<file path="config.mk">
export PLATFORM = sky130hd
export DESIGN_NAME = yaml_plain_scalar_type_check
export DESIGN_NICKNAME = d
export VERILOG_FILES = /design/src/ypst_pkg.sv /design/src/ypst_recog.sv /design/src/yaml_plain_scalar_type_check.sv
export SDC_FILE = /design/constraint.sdc
export NUM_CORES = 1
export LEC_CHECK = 0
export BUFFER_PORTS_ARGS = -buffer_cell sky130_fd_sc_hd__buf_2
export CORE_MARGIN = 4
export CORE_UTILIZATION = 62
export CTS_CLUSTER_DIAMETER = 150
export DETAILED_ROUTE_END_ITERATION = 10
export PLACE_DENSITY = 0.81
export SETUP_SLACK_MARGIN = 0.5
export SYNTH_ARGS = -nofsm -noshare
export SYNTH_HDL_FRONTEND = slang
export SYNTH_SLANG_ARGS = --single-unit
</file>
<file path="constraint.sdc">
create_clock -name clk -period 4.1 [get_ports clk]
set_clock_uncertainty 0.15 [all_clocks]
set_input_delay 0.41 -clock clk [delete_from_list [all_inputs] [get_ports clk]]
set_output_delay 0.41 -clock clk [all_outputs]
set_load 0.05 [all_outputs]
</file>
<file path="src/ypst_pkg.sv">
package ypst_pkg;

	localparam int NumWords = 10;
	localparam int NumSpecial = 6;

	typedef struct packed {
		logic [7:0] text_byte;
		logic       last_byte;
		logic       empty_text;
	} beat_t;

	// Words are right-justified in the vector; the first character is the highest byte that the word occupies.
	localparam logic [39:0] WORD_STR [NumWords] = '{
		40'("~"), 40'("null"), 40'("Null"), 40'("NULL"), 40'("true"),
		40'("True"), 40'("TRUE"), 40'("false"), 40'("False"), 40'("FALSE")
	};

	localparam logic [2:0] WORD_LEN [NumWords] = '{
		3'd1, 3'd4, 3'd4, 3'd4, 3'd4, 3'd4, 3'd4, 3'd5, 3'd5, 3'd5
	};

	localparam logic [31:0] SPECIAL_STR [NumSpecial] = '{
		32'(".inf"), 32'(".Inf"), 32'(".INF"), 32'(".nan"), 32'(".NaN"), 32'(".NAN")
	};

	localparam logic [7:0] CHR_PLUS  = 8'h2B;
	localparam logic [7:0] CHR_MINUS = 8'h2D;
	localparam logic [7:0] CHR_DOT   = 8'h2E;
	localparam logic [7:0] CHR_ZERO  = 8'h30;
	localparam logic [7:0] CHR_SEVEN = 8'h37;
	localparam logic [7:0] CHR_NINE  = 8'h39;
	localparam logic [7:0] CHR_UP_A  = 8'h41;
	localparam logic [7:0] CHR_UP_E  = 8'h45;
	localparam logic [7:0] CHR_UP_F  = 8'h46;
	localparam logic [7:0] CHR_UP_O  = 8'h4F;
	localparam logic [7:0] CHR_UP_X  = 8'h58;
	localparam logic [7:0] CHR_LO_A  = 8'h61;
	localparam logic [7:0] CHR_LO_E  = 8'h65;
	localparam logic [7:0] CHR_LO_F  = 8'h66;
	localparam logic [7:0] CHR_LO_O  = 8'h6F;
	localparam logic [7:0] CHR_LO_X  = 8'h78;

	function automatic logic is_digit(input logic [7:0] b);
		return (b >= CHR_ZERO) && (b <= CHR_NINE);
	endfunction

	function automatic logic is_hex(input logic [7:0] b);
		return is_digit(b) || ((b >= CHR_LO_A) && (b <= CHR_LO_F)) ||
			((b >= CHR_UP_A) && (b <= CHR_UP_F));
	endfunction

	function automatic logic is_sign(input logic [7:0] b);
		return (b == CHR_PLUS) || (b == CHR_MINUS);
	endfunction

	// Character at position p of word w of length len; only meaningful for p < len.
	function automatic logic [7:0] word_char(input logic [39:0] w, input logic [2:0] len,
			input logic [2:0] p);
		logic [2:0] r;
		logic [39:0] sh;
		r = len - 3'd1 - p;
		sh = w >> {r, 3'b000};
		return sh[7:0];
	endfunction

	function automatic logic [7:0] special_char(input logic [31:0] w, input logic [1:0] p);
		logic [1:0] r;
		logic [31:0] sh;
		r = 2'd3 - p;
		sh = w >> {r, 3'b000};
		return sh[7:0];
	endfunction

endpackage

</file>
<file path="src/ypst_recog.sv">
module ypst_recog (
	input  logic           clk,
	input  logic           arst_n,
	input  logic           step,
	input  ypst_pkg::beat_t beat,
	output logic           hit
);
	import ypst_pkg::*;

	typedef enum logic [3:0] {
		PH_START, PH_SIGN, PH_INT, PH_DOTONLY, PH_FRAC,
		PH_EXP, PH_EXPSIGN, PH_EXPDIG, PH_DEAD
	} phase_t;

	logic [2:0]            pos_q;
	logic [NumWords-1:0]   word_q;
	logic [NumSpecial-1:0] special_q;
	logic                  sign_q;
	logic                  hex_q;
	logic                  oct_q;
	phase_t                phase_q;

	logic [NumWords-1:0]   word_n;
	logic [NumSpecial-1:0] special_n;
	logic                  sign_n;
	logic                  hex_n;
	logic                  oct_n;
	phase_t                phase_n;
	logic [2:0]            idx;
	logic [3:0]            pos_inc;
	logic                  word_hit;
	logic                  dig;
	logic                  sgn;
	logic                  ex;
	logic [7:0]            b;

	assign b   = beat.text_byte;
	assign dig = is_digit(b);
	assign sgn = is_sign(b);
	assign ex  = (b == CHR_LO_E) || (b == CHR_UP_E);
	assign pos_inc = {1'b0, pos_q} + 4'd1;

	always_comb begin
		for (int k = 0; k < NumWords; k++) begin
			word_n[k] = word_q[k] && (pos_q < WORD_LEN[k]) &&
				(word_char(WORD_STR[k], WORD_LEN[k], pos_q) == b);
		end

		// A leading sign is skipped by the inf/nan match; later bytes index past it.
		sign_n = sign_q;
		special_n = special_q;
		idx = pos_q - {2'b00, sign_q};
		if ((pos_q == 3'd0) && sgn) begin
			sign_n = 1'b1;
		end else begin
			for (int k = 0; k < NumSpecial; k++) begin
				special_n[k] = special_q[k] && !idx[2] &&
					(special_char(SPECIAL_STR[k], idx[1:0]) == b);
			end
		end

		if (pos_q == 3'd0) begin
			hex_n = (b == CHR_ZERO);
			oct_n = (b == CHR_ZERO);
		end else if (pos_q == 3'd1) begin
			hex_n = hex_q && ((b == CHR_LO_X) || (b == CHR_UP_X));
			oct_n = oct_q && ((b == CHR_LO_O) || (b == CHR_UP_O));
		end else begin
			hex_n = hex_q && is_hex(b);
			oct_n = oct_q && (b >= CHR_ZERO) && (b <= CHR_SEVEN);
		end

		unique case (phase_q)
			PH_START:   phase_n = sgn ? PH_SIGN : dig ? PH_INT :
				(b == CHR_DOT) ? PH_DOTONLY : PH_DEAD;
			PH_SIGN:    phase_n = dig ? PH_INT : (b == CHR_DOT) ? PH_DOTONLY : PH_DEAD;
			PH_INT:     phase_n = dig ? PH_INT : (b == CHR_DOT) ? PH_FRAC :
				ex ? PH_EXP : PH_DEAD;
			PH_DOTONLY: phase_n = dig ? PH_FRAC : PH_DEAD;
			PH_FRAC:    phase_n = dig ? PH_FRAC : ex ? PH_EXP : PH_DEAD;
			PH_EXP:     phase_n = sgn ? PH_EXPSIGN : dig ? PH_EXPDIG : PH_DEAD;
			PH_EXPSIGN: phase_n = dig ? PH_EXPDIG : PH_DEAD;
			PH_EXPDIG:  phase_n = dig ? PH_EXPDIG : PH_DEAD;
			default:    phase_n = PH_DEAD;
		endcase

		word_hit = 1'b0;
		for (int k = 0; k < NumWords; k++) begin
			if (word_n[k] && (pos_inc == {1'b0, WORD_LEN[k]})) begin
				word_hit = 1'b1;
			end
		end

		hit = beat.empty_text || word_hit ||
			((special_n != '0) && (pos_inc == (4'd4 + {3'b000, sign_n}))) ||
			((pos_q >= 3'd2) && (hex_n || oct_n)) ||
			(phase_n == PH_INT) || (phase_n == PH_FRAC) || (phase_n == PH_EXPDIG);
	end

	always_ff @(posedge clk or negedge arst_n) begin
		if (!arst_n) begin
			pos_q     <= '0;
			word_q    <= '1;
			special_q <= '1;
			sign_q    <= 1'b0;
			hex_q     <= 1'b0;
			oct_q     <= 1'b0;
			phase_q   <= PH_START;
		end else if (step) begin
			if (beat.empty_text || beat.last_byte) begin
				pos_q     <= '0;
				word_q    <= '1;
				special_q <= '1;
				sign_q    <= 1'b0;
				hex_q     <= 1'b0;
				oct_q     <= 1'b0;
				phase_q   <= PH_START;
			end else begin
				if (pos_q != 3'd7) begin
					pos_q <= pos_inc[2:0];
				end
				word_q    <= word_n;
				special_q <= special_n;
				sign_q    <= sign_n;
				hex_q     <= hex_n;
				oct_q     <= oct_n;
				phase_q   <= phase_n;
			end
		end
	end

endmodule

</file>
<file path="src/yaml_plain_scalar_type_check.sv">
// The result for a text is registered when its final byte (or empty-text beat) is accepted,
// and is valid in the next cycle. Throughput: one byte per cycle while in_ready is high; the input
// stalls only while a held result waits on out_ready. All recognizers update in parallel from a
// single set of state registers, and the result register drains while the next text streams in.
// Reset (arst_n low) returns the recognizers to the start of a text and empties the result register.
module yaml_plain_scalar_type_check (
	input  logic       clk,
	input  logic       arst_n,
	input  logic       in_valid,
	output logic       in_ready,
	input  logic [7:0] text_byte,
	input  logic       last_byte,
	input  logic       empty_text,
	output logic       out_valid,
	input  logic       out_ready,
	output logic       needs_quoting
);
	import ypst_pkg::*;

	beat_t beat;
	logic  accept;
	logic  hit;
	logic  out_valid_q;
	logic  needs_quoting_q;

	assign beat     = '{text_byte: text_byte, last_byte: last_byte, empty_text: empty_text};
	assign in_ready = !out_valid_q || out_ready;
	assign accept   = in_valid && in_ready;

	ypst_recog u_recog (
		.clk    (clk),
		.arst_n (arst_n),
		.step   (accept),
		.beat   (beat),
		.hit    (hit)
	);

	always_ff @(posedge clk or negedge arst_n) begin
		if (!arst_n) begin
			out_valid_q <= 1'b0;
		end else if (accept && (last_byte || empty_text)) begin
			out_valid_q <= 1'b1;
		end else if (out_ready) begin
			out_valid_q <= 1'b0;
		end
	end

	always_ff @(posedge clk) begin
		if (accept && (last_byte || empty_text)) begin
			needs_quoting_q <= hit;
		end
	end

	assign out_valid     = out_valid_q;
	assign needs_quoting = needs_quoting_q;

`ifndef SYNTHESIS
	a_empty_quotes: assert property (@(posedge clk) disable iff (!arst_n)
		in_valid && in_ready && empty_text |=> out_valid && needs_quoting)
		else $error("empty text beat did not produce a quoted result");

	a_final_gives_result: assert property (@(posedge clk) disable iff (!arst_n)
		in_valid && in_ready && (last_byte || empty_text) |=> out_valid)
		else $error("final beat did not produce a result");

	a_stall_only_when_full: assert property (@(posedge clk) disable iff (!arst_n)
		!in_ready |-> out_valid && !out_ready)
		else $error("input stalled while the result register could drain");
`endif

endmodule

</file>
# == Word level (Yosys, flattened, before mapping) ==
# Cells that the tools add are included.
# totals
ff_bits,28
output_inout_bits,3
wordCells,201
# op_classes
n_mux,37
n_lt_le_gt_ge,11
addsub,7
shift,16
reduce_logical,79
n_eq_ne,42
# op_table
operator,count
"31-bit by 6-bit >> shifter with 8-bit output, first input constant",6
"30-bit by 5-bit >> shifter with 8-bit output, first input constant",6
8-bit equality test,16
"39-bit by 6-bit >> shifter with 8-bit output, first input constant",3
1-bit logical AND,55
"8-bit by 7-bit equality test with 1-bit output, second input constant",6
4-bit 2-to-1 mux,11
"4-bit by 3-bit equality test with 1-bit output, second input constant",8
"8-bit by 6-bit equality test with 1-bit output, second input constant",4
4-bit case mux with 7 select lines,1
1-bit 2-to-1 mux,20
"8-bit by 7-bit >= comparator with 1-bit output, second input constant",2
"8-bit by 6-bit <= comparator with 1-bit output, second input constant",2
"8-bit by 7-bit <= comparator with 1-bit output, second input constant",2
1-bit logical OR,15
"4-bit by 2-bit equality test with 1-bit output, second input constant",3
6-bit 2-to-1 mux,2
10-bit 2-to-1 mux,1
"4-bit by 1-bit equality test with 1-bit output, second input constant",2
"8-bit by 6-bit >= comparator with 1-bit output, second input constant",1
"7-bit by 6-bit >> shifter with 8-bit output, first input constant",1
"3-bit less-than comparator, second input constant",2
3-bit 2-to-1 mux,2
6-bit nonzero test,1
18 further kinds,20

# == Logic depth before layout (Yosys ltp) ==
# logic_depth
word_depth,21
depth_mapped,11

# == Cells and area by module ==
# A second synthesis with hierarchy kept.
# hier_totals
hier_cells,336
area_unflattened_um2,2670.1
# by_module_without_submodules
mod,seq_area_each_um2,area_each_um2,cells_per_inst,instances
ypst_recog,670.6,2573.7,329,1
yaml_plain_scalar_type_check,55.1,96.3,7,1

# == Worst setup path after synthesis ==
# Ideal clock, no wire load.
# synth_timing
kind,register to register
from,register u_recog.pos_q[0]
to,"register needs_quoting_q (netlist: needs_quoting), data pin"
setup_slack_ps,1295
required_ps,3675
path_stages_with_launch,12
t_arrival_ps,2380
setup_time_ps,275
path_buffers,1
cell_sequence,dfrtp_1 > inv_1 > ha_1 > inv_1 > ha_1 > clkbuf_1 > nand2b_1 > a21boi_0 > xnor2_1 > nor4_4 > a211oi_1 > o2111ai_1
# synth_via
elab_chain_len,21
elab_cells_between_ends,119
cone_classes,7 x add/sub; 4 x order compare; 21 x eq/ne; 16 x shift; 16 x mux; 55 x reduce/logical
# synth_rtl
item,line_no,rtl
"start, declared",ypst_recog.sv:15,logic [2:0] pos_q;
"start signal, assigned",ypst_recog.sv:120,pos_q <= pos_inc[2:0];
"parallel branches: the longest is 17 deep, another holds 2-bit by 3-bit subtractor with 3-bit output",-,
1-bit logical OR *,ypst_recog.sv:95,"((special_n != '0) && (pos_inc == (4'd4 + {3'b000, sign_n}))) ||"
1-bit logical OR *,ypst_recog.sv:96,((pos_q >= 3'd2) && (hex_n || oct_n)) ||
1-bit logical OR * (2 in a row),ypst_recog.sv:97,(phase_n == PH_INT) || (phase_n == PH_FRAC) || (phase_n == PH_EXPDIG);
net hit,yaml_plain_scalar_type_check.sv:22,logic hit;
"end signal, assigned",yaml_plain_scalar_type_check.sv:50,needs_quoting_q <= hit;
"end, declared",yaml_plain_scalar_type_check.sv:24,logic needs_quoting_q;
# Mark *: on every way through the listed nets, which the timed path passes.
# A chain may end at the register's enable or synchronous reset.

# == Final worst setup path ==
# Same ends and word-level chain as after synthesis.

==> results.cfg <==
[run_status]
outcome = completed

[route]
dr_total_vias = 2691
drcViolationCount = 0
vias_per_cell = 6.92
antenna_left = 0
drtPass1Iterations = 6
routed_wl_um = 7230
drt_iter0_drc = 270
wl_per_cell_um = 18.6

[global_routing]
grt_pass1_vias = 2408
grt_max_degree = 28
overflow = 0
grt_pass1_wl_um = 12000
track_usage_pct = 27.5
antenna_found_initial = 0

[layout]
syn_to_final_growth_pct = 4.50
diodes = 0
regArea_um2 = 726
layout-drive-gt1-share_pct = 15.0
fillers = 344
finalNetCount = 369
multiInputGateArea_mm2 = 0.00185
fin_cells = 389

[sta]
worstMarginPinSlew_ns = 0.628
period_share_pct = 76.3
setup_tns_ns = 0
slew_viol_final = 0
fin_crit_ns = 3.13
rsz0062_at_grt = false
slew_headroom_pct = 58.0
fmaxAchievable_ghz = 0.320
finalSetupViolCount = 0
hold_viol = 0
worst_slack_ns = 0.971

[pwr]
swShare_pct = 35.2
peakVddDrop_mv = 0.267
pwr_density_cell_mw_per_mm2 = 278
intPower_w = 0.000518
p_seq_share_pct = 44.0
clock_power_share_pct = 24.9
p_sw_w = 0.000281
p_leak_nw = 1.17
power_frac_comb_pct = 31.1
total_power_w = 0.000799

[yosys]
synth_xor_area_share_pct = 5.73
synthArstFlopShare_pct = 96.4
synth_fp_nets = 369
synth_most_common_cell = nand2_1
syn-cell-area_mm2 = 0.00275
synthAdderAreaFrac_pct = 6.82
synthTopCellsByArea = dfstp_2 (15%), dfrtp_1 (10%), ha_1 (6.8%)
synth_cell_types = 73
synth_compound_area_share_pct = 24.8
synthTopCellsByCount = nand2_1 (26), o21ai_0 (25), nor2_1 (23), inv_1 (19), a21oi_1 (17)
synth_edf_count = 1
yosys.area_share.simple_pct = 27.9
synth.top_cell.area_share_pct = 15.3
synth_flop_cell = dfstp_2
synth-seq-cells = 28
synth_top_family_by_area = simple AND/OR/NAND/NOR gates
synth_top_area_cell = dfstp_2
yosysSeqAreaShare_pct = 26.4
yosys_warnings = 0
synth_mux_area_share_pct = 1.86
syn_inst = 340
syn_area_per_cell_um2 = 8.10

[floorplan]
die_y_um = 74.6
coreArea_mm2 = 0.00414
die_w_um = 74.6
rows = 23
start_util_pct = 66.4
io_pins = 17
dieArea_mm2 = 0.00557

[setup_path]
critPathKind = reg2reg
worstPathCellList = inv_1 -> ha_1 -> inv_1 -> ha_1 -> nand2b_1 -> a21boi_0 -> xnor2_1 -> nor4_4 -> a211oi_1 -> o2111ai_1
cp-end-kind = flop
crit_buf_inv = 2
crit_fanout = 10
crit_slowest_cell = dfrtp_1
critPathTopFamily = adder cells
cp-start-kind = flop
slowest_delay_ns = 0.51
worstPathArrival_ns = 3.00
required_ns = 3.97

[placement]
place_hpwl_um = 5260
dp_slack_ns = 1.04
dp_cells = 384
gp_congestion = 0.956
port_buffers = 16

[clock_tree]
max-clock-path-buffers = 2
cts_root_buffer = clkbuf_8
cts.clk_slew.worst_paths_ns = 0.10
cts_setup_buffers = 0
h-tree-depth = 1
cts_tree = yes
numCtsBuffers = 3
worstSkewPairLatency_ns = 0.28
cts.sinks = 28

[job]
drv_cap = 0

[min_path]
min_path_type = in2reg
logic make-up (layout without fill, tap and decap cells):
logic type,count (synthesis),in the layout
compound gates,100,100
simple gates,130,130
buf+inv,44,43
mux,5,5
fa+ha+maj,15,15
xor+xnor,18,18
flops,28,28
layout make-up:
cell class	instances	area share (%)
Multi-Input combinational cell	268	64.2
Timing Repair Buffer	18	3.39
Sequential cell	28	25.2
Clock buffer	4	2.31
Inverter	21	2.74
Tap cell	50	2.17
state kept, by name (all words and copies together) (netlist names):
| signal | count |
|---|---|
| u_recog.hex_q | 1 |
| u_recog.special_q | 6 |
| u_recog.word_q | 10 |
| u_recog.oct_q | 1 |
| u_recog.pos_q | 3 |
| out_valid | 1 |
| u_recog.phase_q | 4 |
| u_recog.sign_q | 1 |
| needs_quoting | 1 |
cell usage in the layout (no fill, tap or decap), types with 6 or more instances in the layout:
master and n:
a21oi_1 17, xor2_1 9, nand2b_1 12, nand2_1 26
a22o_1 6, o21ai_1 6, buf_2 16, dfstp_2 16
ha_1 15, nor3_1 7, nor4_1 6, o21ai_0 25
inv_1 19, nor2_1 23, xnor2_1 9, nor2b_1 6
nand3_1 9, dfrtp_1 11
power by group through the flow:
stage | clock network (W) | registers [W] | logic, W
2_1_floorplan | 0 | 0.000350 | 0.000186
3_3_place_gp | 0 | 0.000355 | 0.000235
3_5_place_dp | 0 | 0.000355 | 0.000242
4_1_cts | 0.000202 | 0.000351 | 0.000244
5_1_grt | 0.000215 | 0.000355 | 0.000274
6_report | 0.000199 | 0.000352 | 0.000248
repair_timing:
item	4_1_cts	5_1_grt
endpoints found under the setup margin	0	0
hold buffers	1	0
hold endpoints to repair	11	0
resized for setup	0	0
metal layers:
layer,wire [um],part of all wire [%],track usage [%]
met5,0,0,0
met4,182,2.5,7.91
met3,621,8.6,5.34
met2,3230,45,42.1
met1,3200,44,39.5
path summary, 6_finish.rpt:
path | cells after the start | from | slack, ns | to
max in group asynchronous | 2 | arst_n | 2.92 | u_recog.word_q[0]
min in group asynchronous | 2 | arst_n | 0.50 | u_recog.phase_q[2]
hold / removal | 3 | out_ready | 0.29 | out_valid
setup / recovery | 10 | u_recog.pos_q[0] | 0.97 | needs_quoting
setup reg to reg | 10 | u_recog.pos_q[0] | 0.97 | needs_quoting
hold reg to reg | 2 | u_recog.word_q[6] | 0.32 | u_recog.word_q[6]
worst reg2reg max path, cell delays in order (launching register included):
cell	delay [ns]
dfrtp_1	0.51
inv_1	0.22
ha_1	0.25
inv_1	0.12
ha_1	0.48
nand2b_1	0.17
a21boi_0	0.23
xnor2_1	0.20
nor4_4	0.09
a211oi_1	0.29
o2111ai_1	0.16
metrics by stage:
| stage | hold slack (ns) | utilization (%) | instance area, um^2 |
|---|---|---|---|
| finish | 0.286 | 69.4 | 2880 |
| global route | 0.310 | 69.4 | 2880 |
| CTS | 0.287 | 69.4 | 2880 |
| detailed placement | 0.285 | 67.6 | 2800 |
| global placement | 0.283 | 67.6 | 2800 |
| floorplan | -0.0356 | - | 2750 |
Power figures use the tool's default switching activity.
